## src/hdl/dtr_pkg.sv

```systemverilog
// shared types, codes and helpers for the divider timer
// no dependencies
package dtr_pkg;

  // operation codes
  localparam logic [1:0] OP_READ  = 2'd0;
  localparam logic [1:0] OP_WRITE = 2'd1;
  localparam logic [1:0] OP_TICK  = 2'd2;

  // register addresses
  localparam logic [15:0] ADDR_DIV  = 16'hFF04;
  localparam logic [15:0] ADDR_TIMA = 16'hFF05;
  localparam logic [15:0] ADDR_TMA  = 16'hFF06;
  localparam logic [15:0] ADDR_TAC  = 16'hFF07;

  localparam logic [4:0] TAC_HIGH_ONES = 5'b11111;
  localparam logic [7:0] OPEN_READ     = 8'hFF;
  localparam int         SOUND_BIT     = 12;
  localparam int         TAC_ON_BIT    = 2;

  // input word
  typedef struct packed {
    logic [1:0]  op;
    logic [15:0] bus_address;
    logic [7:0]  write_data;
    logic [7:0]  tick_cycles;
  } dtr_in_t;

  // result word
  typedef struct packed {
    logic [7:0] read_data;
    logic       timer_interrupt;
    logic       sound_pulse;
  } dtr_out_t;

  // sequencer states
  typedef enum logic [1:0] {
    ST_IDLE,
    ST_EXEC,
    ST_RUN
  } dtr_state_t;

  // status from the shared step unit
  typedef struct packed {
    logic [15:0] counter_inc;
    logic        sel_fall;
    logic        snd_fall;
    logic        sel_level;
    logic [7:0]  tima_inc;
    logic        tima_wrap;
  } dtr_step_t;

  // level of the counter bit that the clock select picks
  function automatic logic sel_level(input logic [15:0] cnt, input logic [1:0] sel);
    logic lvl;
    case (sel)
      2'd0:    lvl = cnt[9];
      2'd1:    lvl = cnt[3];
      2'd2:    lvl = cnt[5];
      default: lvl = cnt[7];
    endcase
    return lvl;
  endfunction

endpackage

```

## src/hdl/dtr_step_unit.sv

```systemverilog
// shared step unit: counter increment, edge detect and timer count-once
// depends on dtr_pkg
module dtr_step_unit
  import dtr_pkg::*;
(
  input  logic [15:0] counter,
  input  logic [1:0]  clk_sel,
  input  logic [7:0]  tima,
  output dtr_step_t   step
);

  logic [15:0] inc;

  // one count of the system counter
  assign inc = counter + 16'd1;

  // falling edges across that count
  always_comb begin
    step.counter_inc = inc;
    step.sel_level   = sel_level(counter, clk_sel);
    step.sel_fall    = step.sel_level && !sel_level(inc, clk_sel);
    step.snd_fall    = counter[SOUND_BIT] && !inc[SOUND_BIT];
    step.tima_inc    = tima + 8'd1;
    step.tima_wrap   = (tima == 8'hFF);
  end

endmodule

```

## src/hdl/divider_timer_with_reload.sv

```systemverilog
// Divider/timer with reload. One item is taken at a time: a bus read or write
// goes through ST_EXEC, a tick through ST_RUN, where the system counter is
// stepped one count per clock through the shared step unit for tick_cycles
// counts; each then registers its result. A result that waits in the output
// register holds while out_stall is high; the next item is accepted while it
// waits. A pending overflow reload is done at tick acceptance. No clearing pass.
// depends on dtr_pkg and dtr_step_unit
module divider_timer_with_reload
  import dtr_pkg::*;
(
  input  logic     clk,
  input  logic     rst_n,
  input  logic     in_valid,
  output logic     in_stall,
  input  dtr_in_t  in_data,
  output logic     out_valid,
  input  logic     out_stall,
  output dtr_out_t out_data
);

  dtr_state_t state_r, state_nxt;

  logic [15:0] counter_r, counter_nxt;
  logic [7:0]  tima_r, tima_nxt;
  logic [7:0]  tma_r, tma_nxt;
  logic [2:0]  tac_r, tac_nxt;
  logic        pend_r, pend_nxt;

  dtr_in_t     req_r, req_nxt;
  logic [7:0]  cnt_r, cnt_nxt;
  logic        irq_r, irq_nxt;
  logic        pulse_r, pulse_nxt;

  logic        out_valid_r, out_valid_nxt;
  dtr_out_t    out_data_r, out_data_nxt;

  logic        in_accept;
  logic        out_free;
  logic        count_en;
  logic [2:0]  new_tac;
  dtr_step_t   step;

  dtr_step_unit u_step (
    .counter (counter_r),
    .clk_sel (tac_r[1:0]),
    .tima    (tima_r),
    .step    (step)
  );

  assign in_stall  = (state_r != ST_IDLE);
  assign in_accept = in_valid && !in_stall;
  assign out_free  = !out_valid_r || !out_stall;
  assign out_valid = out_valid_r;
  assign out_data  = out_data_r;
  assign new_tac   = req_r.write_data[2:0];

  // next state
  always_comb begin
    state_nxt = state_r;
    case (state_r)
      ST_IDLE: begin
        if (in_accept) begin
          state_nxt = (in_data.op == OP_TICK) ? ST_RUN : ST_EXEC;
        end
      end
      ST_EXEC: begin
        if (out_free) begin
          state_nxt = ST_IDLE;
        end
      end
      ST_RUN: begin
        if (cnt_r == 8'd0 && out_free) begin
          state_nxt = ST_IDLE;
        end
      end
      default: state_nxt = ST_IDLE;
    endcase
  end

  // datapath and result
  always_comb begin
    counter_nxt   = counter_r;
    tima_nxt      = tima_r;
    tma_nxt       = tma_r;
    tac_nxt       = tac_r;
    pend_nxt      = pend_r;
    req_nxt       = req_r;
    cnt_nxt       = cnt_r;
    irq_nxt       = irq_r;
    pulse_nxt     = pulse_r;
    out_data_nxt  = out_data_r;
    out_valid_nxt = out_valid_r && out_stall;
    count_en      = 1'b0;

    case (state_r)
      ST_IDLE: begin
        if (in_accept) begin
          req_nxt   = in_data;
          cnt_nxt   = in_data.tick_cycles;
          irq_nxt   = 1'b0;
          pulse_nxt = 1'b0;
          // pending reload at the start of a tick
          if (in_data.op == OP_TICK && pend_r) begin
            tima_nxt = tma_r;
            pend_nxt = 1'b0;
            irq_nxt  = 1'b1;
          end
        end
      end
      ST_EXEC: begin
        if (out_free) begin
          out_valid_nxt = 1'b1;
          out_data_nxt  = '0;
          if (req_r.op == OP_READ) begin
            case (req_r.bus_address)
              ADDR_DIV:  out_data_nxt.read_data = counter_r[15:8];
              ADDR_TIMA: out_data_nxt.read_data = tima_r;
              ADDR_TMA:  out_data_nxt.read_data = tma_r;
              ADDR_TAC:  out_data_nxt.read_data = {TAC_HIGH_ONES, tac_r};
              default:   out_data_nxt.read_data = OPEN_READ;
            endcase
          end else if (req_r.op == OP_WRITE) begin
            case (req_r.bus_address)
              ADDR_DIV: begin
                // counter reset can drop the selected bit and bit 12
                count_en = tac_r[TAC_ON_BIT] && step.sel_level;
                out_data_nxt.sound_pulse = counter_r[SOUND_BIT];
                counter_nxt = '0;
              end
              ADDR_TIMA: begin
                tima_nxt = req_r.write_data;
                pend_nxt = 1'b0;
              end
              ADDR_TMA: begin
                tma_nxt = req_r.write_data;
              end
              ADDR_TAC: begin
                // falling edge of the gated timer clock on a control change
                count_en = tac_r[TAC_ON_BIT] && step.sel_level &&
                           (!new_tac[TAC_ON_BIT] ||
                            !sel_level(counter_r, new_tac[1:0]));
                tac_nxt = new_tac;
              end
              default: ;
            endcase
          end
        end
      end
      ST_RUN: begin
        if (cnt_r != 8'd0) begin
          // one count per cycle
          counter_nxt = step.counter_inc;
          cnt_nxt     = cnt_r - 8'd1;
          if (step.snd_fall) begin
            pulse_nxt = 1'b1;
          end
          count_en = tac_r[TAC_ON_BIT] && step.sel_fall;
        end else if (out_free) begin
          out_valid_nxt                = 1'b1;
          out_data_nxt.read_data       = '0;
          out_data_nxt.timer_interrupt = irq_r;
          out_data_nxt.sound_pulse     = pulse_r;
        end
      end
      default: ;
    endcase

    // timer count, overflow wraps to zero and waits for reload
    if (count_en) begin
      tima_nxt = step.tima_inc;
      if (step.tima_wrap) begin
        pend_nxt = 1'b1;
      end
    end
  end

  // control and timer state
  always_ff @(posedge clk) begin
    if (!rst_n) begin
      state_r     <= ST_IDLE;
      counter_r   <= '0;
      tima_r      <= '0;
      tma_r       <= '0;
      tac_r       <= '0;
      pend_r      <= 1'b0;
      out_valid_r <= 1'b0;
    end else begin
      state_r     <= state_nxt;
      counter_r   <= counter_nxt;
      tima_r      <= tima_nxt;
      tma_r       <= tma_nxt;
      tac_r       <= tac_nxt;
      pend_r      <= pend_nxt;
      out_valid_r <= out_valid_nxt;
    end
  end

  // item and result payload
  always_ff @(posedge clk) begin
    req_r      <= req_nxt;
    cnt_r      <= cnt_nxt;
    irq_r      <= irq_nxt;
    pulse_r    <= pulse_nxt;
    out_data_r <= out_data_nxt;
  end

endmodule

```

## config.mk

```make
export PLATFORM = sky130hd
export DESIGN_NAME = divider_timer_with_reload
export DESIGN_NICKNAME = d
export VERILOG_FILES = /design/src/hdl/dtr_pkg.sv /design/src/hdl/dtr_step_unit.sv /design/src/hdl/divider_timer_with_reload.sv
export SDC_FILE = /design/constraint.sdc
export NUM_CORES = 1
export LEC_CHECK = 0
export BUFFER_PORTS_ARGS = -buffer_cell sky130_fd_sc_hd__buf_2
export CAP_MARGIN = 5
export CORE_MARGIN = 5
export CORE_UTILIZATION = 60
export CTS_CLUSTER_DIAMETER = 120
export DETAILED_ROUTE_END_ITERATION = 10
export PLACE_DENSITY = 0.93
export SLEW_MARGIN = 10
export SYNTH_ARGS = -nofsm -noshare
export SYNTH_HDL_FRONTEND = slang
export SYNTH_SLANG_ARGS = --single-unit
```

## constraint.sdc

```tcl
create_clock -name clk -period 5.9 [get_ports clk]
set_input_delay 1.18 -clock clk [delete_from_list [all_inputs] [get_ports clk]]
set_output_delay 1.18 -clock clk [all_outputs]
set_load 0.05 [all_outputs]
```

==> impl_results.rst, run 1 <==
.. list-table::
   :header-rows: 1

   * - Metric
     - Value
   * - Most frequent CP cell
     - sky130_fd_sc_hd__nand4_1
   * - I/O pin count
     - 50
   * - Placer congestion estimate
     - 0.892
   * - Critical setup path kind
     - reg -> reg
   * - TritonCTS clock tree
     - yes
   * - Remaining routing DRC violations
     - 0
   * - Cell count after synthesis
     - 405
   * - Deepest level of the CTS H-tree
     - 3
   * - Port Buf Inserts
     - 49
   * - Worst Hold End
     - tma_r[1]
   * - Post-Synthesis Net Count
     - 451
   * - Number of buffers and inverters on the critical path
     - 0
   * - Final hold violations
     - 0
   * - Most frequent standard cell in the layout excluding fill and tap cells
     - sky130_fd_sc_hd__buf_2
   * - Flop2flop setup slack
     - roughly 2.7 ns
   * - Largest delay share family, worst path
     - simple AND/OR/NAND/NOR gates
   * - Worst hold path depth
     - 2
   * - Critical path fanouts, max
     - 13
   * - Post-route worst setup slack
     - 2.68 ns
   * - Detail Route Antenna Nets
     - 0
   * - Count of distinct cell types in the synthesized netlist
     - between 50 and 60
   * - Count of cells along the worst register-to-register path
     - 7
   * - Antenna violations before repair
     - 0
   * - Total clock buffers created by CTS
     - 9
   * - Achievable Freq
     - around 310 MHz
   * - Slew of the pin with the lowest slew margin
     - 1.08 ns
   * - Max capacitance violation total
     - 0
   * - Slew headroom
     - a little over a quarter
   * - Type of element launching the critical path
     - flip-flop
   * - Most used cells in the layout excluding fill and tap cells
     - sky130_fd_sc_hd__buf_2 (49), sky130_fd_sc_hd__edfxtp_1 (46), sky130_fd_sc_hd__nand2_1 (40)
   * - Post-CTS Hold Fix Bufs
     - 0
   * - Reg2reg start
     - req_r[19]
   * - GRT Overall Usage
     - 22.1%
   * - Total of flip-flops plus latches after synthesis
     - 85
   * - Die Area
     - ~8700 µm²
   * - CP peak stage delay
     - 0.79 ns
   * - Chip Width
     - 93.2 µm
   * - Power density relative to cell area
     - 271 nW/µm²
   * - CTS root buf
     - sky130_fd_sc_hd__clkbuf_8
   * - First-pass GRT wire length
     - roughly 15000 µm
   * - Launch point of the worst hold path
     - tma_r[1]
   * - Post-CTS Setup Bufs
     - 0
   * - Type of destination of the critical path
     - flip-flop
   * - RSZ-0062 raised after global routing
     - no
   * - Final worst path period share
     - between 50% and 60%
   * - Mapped Area
     - 4150 µm²
   * - Number of filler instances in the final layout
     - 485
   * - Most used flip-flop cell after synthesis
     - sky130_fd_sc_hd__edfxtp_1
   * - Setup violation total in the final timing report
     - 0
   * - Area growth from synthesis to final layout
     - 12.1%
   * - Post-cts sizing count
     - 0
   * - Utilization after layout
     - 68.9%
   * - Slowest stage cell, crit path
     - sky130_fd_sc_hd__a22oi_1
   * - Via-per-instance ratio
     - approximately 6.2
   * - Leakage power total
     - 1.69 nW
   * - Final worst path period need
     - between 3 and 4 ns
   * - Cells along the critical path
     - or4b_4 > nor4_4 > nand4_1 > a22oi_1 > nand4_1 > xor2_1 > nor2_1
   * - Yosys Warn Count
     - 0
   * - Max-slew violation count
     - 0
   * - Sinks on Clock Net
     - 85
   * - Layout Skew
     - 0.0112 ns
   * - Placeable Area
     - 6760 µm²
   * - Fin Setup TNS
     - 0 ns
   * - GR Overflow Total
     - 0
   * - Outcome
     - finished clean
   * - Vias in the first global route
     - about 3100
   * - Die H
     - 93.2 µm
   * - Clock-pin slew on the worst setup and hold paths
     - 0.08 ns
   * - Fraction of registers with async set or reset after synthesis
     - 0%
   * - Later-pin clock latency in the skew report
     - 0.35 ns
   * - Clock Path Buffers
     - 2
   * - VDD IR max
     - 0.000185 V
   * - Largest net degree at the start of global routing
     - 27
   * - Worst flop-to-flop path endpoint
     - counter_r[14]
   * - First-iteration detailed-routing DRC count
     - 516
   * - Via count
     - 3312
   * - Crit path arrival time
     - 3.42 ns
   * - Number of nets at the end of the flow
     - 496
   * - DR WL/cell
     - 17.1 µm
   * - Total wirelength of the detailed-routed design
     - a little over 9000 µm
   * - Starting density of the core
     - 61.5%
   * - Post-detail-place hpwl
     - 6520 µm
   * - Count of flip-flops with a built-in enable after synthesis
     - 46
   * - Layout cell share with drive strength beyond 1
     - 19.1%
   * - Worst hold path class
     - reg -> reg
   * - Mean area per synthesized cell
     - 10.3 µm²
   * - Required arrival time at the worst endpoint
     - about 6.1 ns
   * - Portion of the post-synthesis area used by sequential elements
     - 52.1%
   * - DP Worst Slack
     - 2.71 ns
   * - # diodes
     - 0
   * - Cell row count
     - 30
   * - Number of iterations in the first detailed-routing pass
     - 5
## flip-flops by register name, summed over array words and instances, names as in the netlist
register   cells
cnt_r          8
pend_r         1
irq_r          1
req_r         23
tima_r         8
pulse_r        1
tac_r          3
state_r        2
out_valid      1
tma_r          8
new_tac        3
counter_r     16
out_data      10
## worst min-delay path, cell delays in order, from the launching register on
cell and delay (ns):
sky130_fd_sc_hd__dfxtp_1 0.33, sky130_fd_sc_hd__nand2_1 0.05, sky130_fd_sc_hd__a21oi_1 0.05
## how the worst max path moves through the flow
stage              start       endpoint  slack, ns  cells past startpoint
6_report       req_r[19]  counter_r[14]       2.68                      7
2_1_floorplan  out_stall      tima_r[5]       3.16                      8
5_1_grt         cnt_r[4]    out_data[7]       2.41                      4
3_3_place_gp   out_stall  counter_r[15]       2.85                      8
3_5_place_dp    cnt_r[4]    out_data[9]       2.71                      4
4_1_cts        req_r[19]  counter_r[14]       2.70                      7
## where the power goes
part | internal (W) | switching (W) | total [W]
registers | 0.000659 | 0.0000191 | 0.000679
clock network | 0.000241 | 0.000213 | 0.000453
logic | 0.0000433 | 0.0000861 | 0.000129
total | 0.000943 | 0.000318 | 0.00126
## synth_stat cells (2+ instances only)
master / count / area share (%)
sky130_fd_sc_hd__clkbuf_1: 12 / 1.1
sky130_fd_sc_hd__dfxtp_1: 39 / 19
sky130_fd_sc_hd__mux2_2: 8 / 2.2
sky130_fd_sc_hd__or2_2: 2 / 0.30
sky130_fd_sc_hd__nand4_1: 12 / 1.8
sky130_fd_sc_hd__edfxtp_1: 46 / 33
sky130_fd_sc_hd__a32oi_1: 3 / 0.63
sky130_fd_sc_hd__xor2_1: 11 / 2.3
sky130_fd_sc_hd__nor3b_1: 2 / 0.36
sky130_fd_sc_hd__o21ai_0: 13 / 1.6
sky130_fd_sc_hd__nor4_1: 4 / 0.60
sky130_fd_sc_hd__a21oi_1: 36 / 4.3
sky130_fd_sc_hd__mux2i_1: 9 / 2.2
sky130_fd_sc_hd__or3_1: 8 / 1.2
sky130_fd_sc_hd__buf_2: 2 / 0.24
sky130_fd_sc_hd__o21a_1: 2 / 0.36
sky130_fd_sc_hd__nor2b_1: 6 / 0.90
sky130_fd_sc_hd__nand4b_1: 2 / 0.42
sky130_fd_sc_hd__ha_1: 8 / 2.4
sky130_fd_sc_hd__inv_1: 16 / 1.4
sky130_fd_sc_hd__xnor2_1: 8 / 1.7
sky130_fd_sc_hd__nor2_1: 37 / 3.3
sky130_fd_sc_hd__nand3_1: 17 / 2.0
sky130_fd_sc_hd__nand2b_1: 5 / 0.75
sky130_fd_sc_hd__a22o_1: 2 / 0.42
sky130_fd_sc_hd__o31a_1: 2 / 0.42
sky130_fd_sc_hd__and3_1: 3 / 0.45
sky130_fd_sc_hd__nor3_1: 7 / 0.84
sky130_fd_sc_hd__and2_1: 8 / 1.2
sky130_fd_sc_hd__nand2_1: 40 / 3.6
sky130_fd_sc_hd__o211ai_1: 4 / 0.72
sky130_fd_sc_hd__o22ai_1: 5 / 0.75
sky130_fd_sc_hd__mux4_2: 5 / 2.7
sky130_fd_sc_hd__a31oi_1: 3 / 0.45
## cell type report
| cell class | count | area, µm² | area share, % |
|---|---|---|---|
| Clock buffer | 9 | 124 | 2.66 |
| Tap cell | 80 | 100 | 2.15 |
| Timing Repair Buffer | 50 | 253 | 5.43 |
| Sequential cell | 85 | 2160 | 46.4 |
| Inverter | 16 | 60.1 | 1.29 |
| Multi-Input combinational cell | 288 | 1860 | 40.0 |
| Clock inverter | 7 | 96.3 | 2.07 |
## layer usage
metal / part of all wire [%] / global-route usage (%)
met1: 41 / 29.0
met2: 48 / 35.3
met3: 8.8 / 3.94
met4: 2.7 / 11.4
met5: 0 / 0
## per-stage QoR
stage	cell area (µm²)	power, W	std cells	hold WS, ns
3_5_place_dp	4440	0.000820	519	0.468
6_report	4660	0.00126	535	0.478
2_1_floorplan	4150	0.000779	405	0.439
4_1_cts	4660	0.00126	535	0.480
3_3_place_gp	4440	0.000812	519	0.456
5_1_grt	4660	0.00130	535	0.502
## cells by family (layout without fill, tap and decap cells)
family                     Yosys count  count (layout)  synth area share (%)
AOI/OAI and AO/OA                   80              80                  11.8
and+or+nand+nor                    159             159                  19.5
xor gates and xnor gates            19              19                  4.01
buffers and inverters               32              82                  3.13
muxes                               22              22                  7.05
adders and majority gates            8               8                  2.41
DFF                                 85              85                  52.1
No activity file was read; power rests on OpenSTA's default activity.
==> inputs of run 2 (changes only) <==
--- a/config.mk
+++ b/config.mk
@@ -5,13 +5,14 @@
 export SDC_FILE = /design/constraint.sdc
 export NUM_CORES = 1
 export LEC_CHECK = 0
+export ABC_AREA = 1
 export BUFFER_PORTS_ARGS = -buffer_cell sky130_fd_sc_hd__buf_2
 export CAP_MARGIN = 5
 export CORE_MARGIN = 5
-export CORE_UTILIZATION = 60
+export CORE_UTILIZATION = 58
 export CTS_CLUSTER_DIAMETER = 120
 export DETAILED_ROUTE_END_ITERATION = 10
-export PLACE_DENSITY = 0.93
+export PLACE_DENSITY = 0.9
 export SLEW_MARGIN = 10
 export SYNTH_ARGS = -nofsm -noshare
 export SYNTH_HDL_FRONTEND = slang
==> constraint.sdc (replaced) <==
create_clock -name clk -period 3.24 [get_ports clk]
set_input_delay 0.648 -clock clk [delete_from_list [all_inputs] [get_ports clk]]
set_output_delay 0.648 -clock clk [all_outputs]
set_load 0.05 [all_outputs]
==> impl_results.rst, run 2 <==
.. list-table::
   :header-rows: 1

   * - Metric
     - Value
   * - Number of iterations in the first detailed-routing pass
     - 7 (was 5)
   * - Layout Skew
     - 0.0120 ns (was 0.0112 ns)
   * - VDD IR max
     - 0.000318 V (was 0.000185 V)
   * - Combinational family with the most area after synthesis
     - simple AND/OR/NAND/NOR gates (unchanged)
   * - Final design area excluding fillers
     - 4950 µm² (was 4660 µm²)
   * - TritonCTS clock tree
     - yes (unchanged)
   * - Largest net degree at the start of global routing
     - 28 (was 27)
   * - Number of nets at the end of the flow
     - 636 (was 496)
   * - Chip Width
     - 97.0 µm (was 93.2 µm)
   * - Leakage power total
     - 1.99 nW (was 1.69 nW)
   * - Multiplexer share of the synthesized area
     - 0% (was 7.05%)
   * - Fin Setup TNS
     - 0 ns (unchanged)
   * - Portion of the post-synthesis area used by sequential elements
     - 49.3% (was 52.1%)
   * - Cells along the critical path
     - inv_1 > ha_1 > inv_1 > nor3_1 > nand3_1 > o21ai_0 > a21oi_1 (was or4b_4 > nor4_4 > nand4_1 > a22oi_1 > nand4_1 > xor2_1 > nor2_1)
   * - Xor/xnor cell area share of the yosys netlist
     - 1.20% (was 4.01%)
   * - Achievable Freq
     - 362 MHz (was 310 MHz)
   * - First-iteration detailed-routing DRC count
     - 486 (was 516)
   * - Critical path fanouts, max
     - 21 (was 13)
   * - Placeable Area
     - 7290 µm² (was 6760 µm²)
   * - Register bank with the most flops
     - req_r (unchanged)
   * - Number of standard cells in the final layout excluding fillers
     - 694 (was 535)
   * - Vias in the first global route
     - 3685 (was 3125)
   * - Fraction of registers with async set or reset after synthesis
     - 0% (unchanged)
   * - Max-slew violation count
     - 0 (unchanged)
   * - Setup violation total in the final timing report
     - 0 (unchanged)
   * - Via-per-instance ratio
     - 5.66 (was 6.19)
   * - GR Overflow Total
     - 0 (unchanged)
   * - Outcome
     - finished clean (unchanged)
   * - Post-detail-place hpwl
     - 7140 µm (was 6520 µm)
   * - Required arrival time at the worst endpoint
     - 3.46 ns (was 6.10 ns)
   * - Layout cell share with drive strength beyond 1
     - 16.0% (was 19.1%)
   * - Synth Area in Adders
     - 2.28% (was 2.41%)
   * - Slew of the pin with the lowest slew margin
     - 0.943 ns (was 1.08 ns)
   * - Slew headroom
     - 37.0% (was 27.5%)
   * - Later-pin clock latency in the skew report
     - 0.37 ns (was 0.35 ns)
   * - Cell row count
     - 31 (was 30)
   * - DR WL/cell
     - 14.1 µm (was 17.1 µm)
   * - RSZ-0062 raised after global routing
     - no (unchanged)
   * - Count of distinct cell types in the synthesized netlist
     - 37 (was 52)
   * - Most used flip-flop cell after synthesis
     - sky130_fd_sc_hd__edfxtp_1 (unchanged)
   * - Area growth from synthesis to final layout
     - 12.7% (was 12.1%)
   * - Post-placement cell count
     - 678 (was 519)
   * - GRT Overall Usage
     - 21.2% (was 22.1%)
   * - Count of flip-flops with a built-in enable after synthesis
     - 46 (unchanged)
   * - Total of flip-flops plus latches after synthesis
     - 85 (unchanged)
   * - Max capacitance violation total
     - 0 (unchanged)
   * - Clock Path Buffers
     - 2 (unchanged)
   * - Complex-gate fraction of the synthesized area
     - 15.1% (was 11.8%)
   * - Die H
     - 97.0 µm (was 93.2 µm)
   * - CTS root buf
     - sky130_fd_sc_hd__clkbuf_8 (unchanged)
   * - Total wirelength of the detailed-routed design
     - 9780 µm (was 9130 µm)
   * - Mean area per synthesized cell
     - 8.16 µm² (was 10.3 µm²)
   * - Final worst path period need
     - 2.76 ns (was 3.22 ns)
   * - Type of destination of the critical path
     - flip-flop (unchanged)
   * - CP peak stage delay
     - 0.58 ns (was 0.79 ns)
   * - Via count
     - 3930 (was 3312)
   * - # diodes
     - 0 (unchanged)
   * - Post-Synthesis Net Count
     - 584 (was 451)
   * - Post-CTS Setup Bufs
     - 0 (unchanged)
   * - Worst hold path class
     - in -> reg (was reg -> reg)
   * - Slowest stage cell, crit path
     - sky130_fd_sc_hd__ha_1 (was sky130_fd_sc_hd__a22oi_1)
   * - Synth top area share
     - 31.5% (was 33.3%)
   * - Most frequent CP cell
     - sky130_fd_sc_hd__inv_1 (was sky130_fd_sc_hd__nand4_1)
   * - Final hold violations
     - 0 (unchanged)
   * - Port Buf Inserts
     - 49 (unchanged)
   * - Remaining routing DRC violations
     - 0 (unchanged)
   * - Sinks on Clock Net
     - 85 (unchanged)
   * - Clock-pin slew on the worst setup and hold paths
     - 0.09 ns (was 0.08 ns)
   * - List of most frequent post-synthesis cells
     - sky130_fd_sc_hd__nand2_1 (91), sky130_fd_sc_hd__inv_1 (74), sky130_fd_sc_hd__nor2_1 (63) (was sky130_fd_sc_hd__edfxtp_1 (46), sky130_fd_sc_hd__nand2_1 (40), sky130_fd_sc_hd__dfxtp_1 (39))
   * - Mapped Area
     - 4390 µm² (was 4150 µm²)
   * - Antenna violations before repair
     - 0 (unchanged)
   * - Placed cell areas
     - 4720 µm² (was 4440 µm²)
   * - Total clock buffers created by CTS
     - 9 (unchanged)
   * - Cell type with the highest aggregate area in the netlist
     - sky130_fd_sc_hd__edfxtp_1 (unchanged)
   * - Power density relative to cell area
     - 510 nW/µm² (was 271 nW/µm²)
   * - Die Area
     - 9410 µm² (was 8690 µm²)
   * - Most frequent standard cell in the layout excluding fill and tap cells
     - sky130_fd_sc_hd__nand2_1 (was sky130_fd_sc_hd__buf_2)
   * - Crit path arrival time
     - 2.99 ns (was 3.42 ns)
   * - Yosys Warn Count
     - 0 (unchanged)
   * - Detail Route Antenna Nets
     - 0 (unchanged)
   * - I/O pin count
     - 50 (unchanged)
   * - Flip-flop count of the largest register, all copies and words added
     - 23 (unchanged)
   * - Deepest level of the CTS H-tree
     - 3 (unchanged)
   * - Most repeated cell in the gate-level netlist after synthesis
     - sky130_fd_sc_hd__nand2_1 (was sky130_fd_sc_hd__edfxtp_1)
   * - Type of element launching the critical path
     - flip-flop (unchanged)
   * - Starting density of the core
     - 60.2% (was 61.5%)
   * - Cell count after synthesis
     - 538 (was 405)
   * - Post-Synth Simple-Gate Area
     - 24.4% (was 19.5%)
   * - First-pass GRT wire length
     - 16600 µm (was 15100 µm)
   * - Critical setup path kind
     - reg -> reg (unchanged)
   * - Final worst path period share
     - 85.2% (was 54.6%)
   * - Post-cts sizing count
     - 0 (unchanged)
   * - Post-CTS Hold Fix Bufs
     - 0 (unchanged)
   * - Placer congestion estimate
     - 0.900 (was 0.892)
   * - Most area-consuming cells after synthesis
     - sky130_fd_sc_hd__edfxtp_1 (31%), sky130_fd_sc_hd__dfxtp_1 (18%), sky130_fd_sc_hd__nand2_1 (7.8%) (was sky130_fd_sc_hd__edfxtp_1 (33%), sky130_fd_sc_hd__dfxtp_1 (19%), sky130_fd_sc_hd__a21oi_1 (4.3%))
   * - Most used cells in the layout excluding fill and tap cells
     - sky130_fd_sc_hd__nand2_1 (91), sky130_fd_sc_hd__inv_1 (74), sky130_fd_sc_hd__nor2_1 (63) (was sky130_fd_sc_hd__buf_2 (49), sky130_fd_sc_hd__edfxtp_1 (46), sky130_fd_sc_hd__nand2_1 (40))
[run 2: per-stage QoR]
stage	hold slack [ns]	setup WS [ns]	power (W)	util, %
final	0.453	0.479	0.00252	67.8
after global routing	0.430	0.162	0.00264	67.8
after CTS	0.447	0.506	0.00253	67.8
after detailed placement	0.467	0.629	0.00171	64.8
after global placement	0.464	0.735	0.00169	64.8
after floorplan	0.439	1.20	0.00160	-
[run 2: path summary, 6_finish.rpt]
kind	from	endpoint	slack [ns]	depth (start not counted)
max	state_r[1]	tma_r[0]	0.48	7
min	in_data[16]	req_r[16]	0.45	1
max reg2reg	state_r[1]	tma_r[0]	0.48	7
min reg2reg	tma_r[7]	tma_r[7]	0.48	2
[run 2: final cells by class]
cell class                      instances  area, µm²
Timing Repair Buffer                   52        268
Fill cell                             592       2340
Clock inverter                          7        100
Clock buffer                            9        124
Tap cell                               99        124
Sequential cell                        85       2160
Multi-Input combinational cell        366       1880
Inverter                               76        285
[run 2: logic make-up (layout without fill, tap and decap cells)]
| group | after synthesis | count (layout) |
|---|---|---|
| compound gates | 117 | 117 |
| simple gates | 235 | 235 |
| xor+xnor | 6 | 6 |
| buf+inv | 87 | 144 |
| fa+ha+maj | 8 | 8 |
| flops | 85 | 85 |
[run 2: where the power goes]
group	switching, W	internal (W)	leakage, nW
logic	0.000284	0.000119	1.13
clock network	0.000393	0.000436	0.102
registers	0.0000555	0.00124	0.759
total	0.000732	0.00179	1.99
[run 2: critical path, delay by kind of cell (launching register included)]
family | cells | cell delay [ns]
and+or+nand+nor | 2 | 0.98
adders and majority gates | 1 | 0.58
AOI/OAI and AO/OA | 2 | 0.47
DFF | 1 | 0.33
buffers and inverters | 2 | 0.25
[run 2: layer usage]
layer  vias to the layer above  GRT usage [%]  wire (µm)
li1                       1916              -          -
met1                      1806           26.0       3920
met2                       183           35.4       4830
met3                        25           5.11        779
met4                         0           9.72        254
met5                         -              0          0
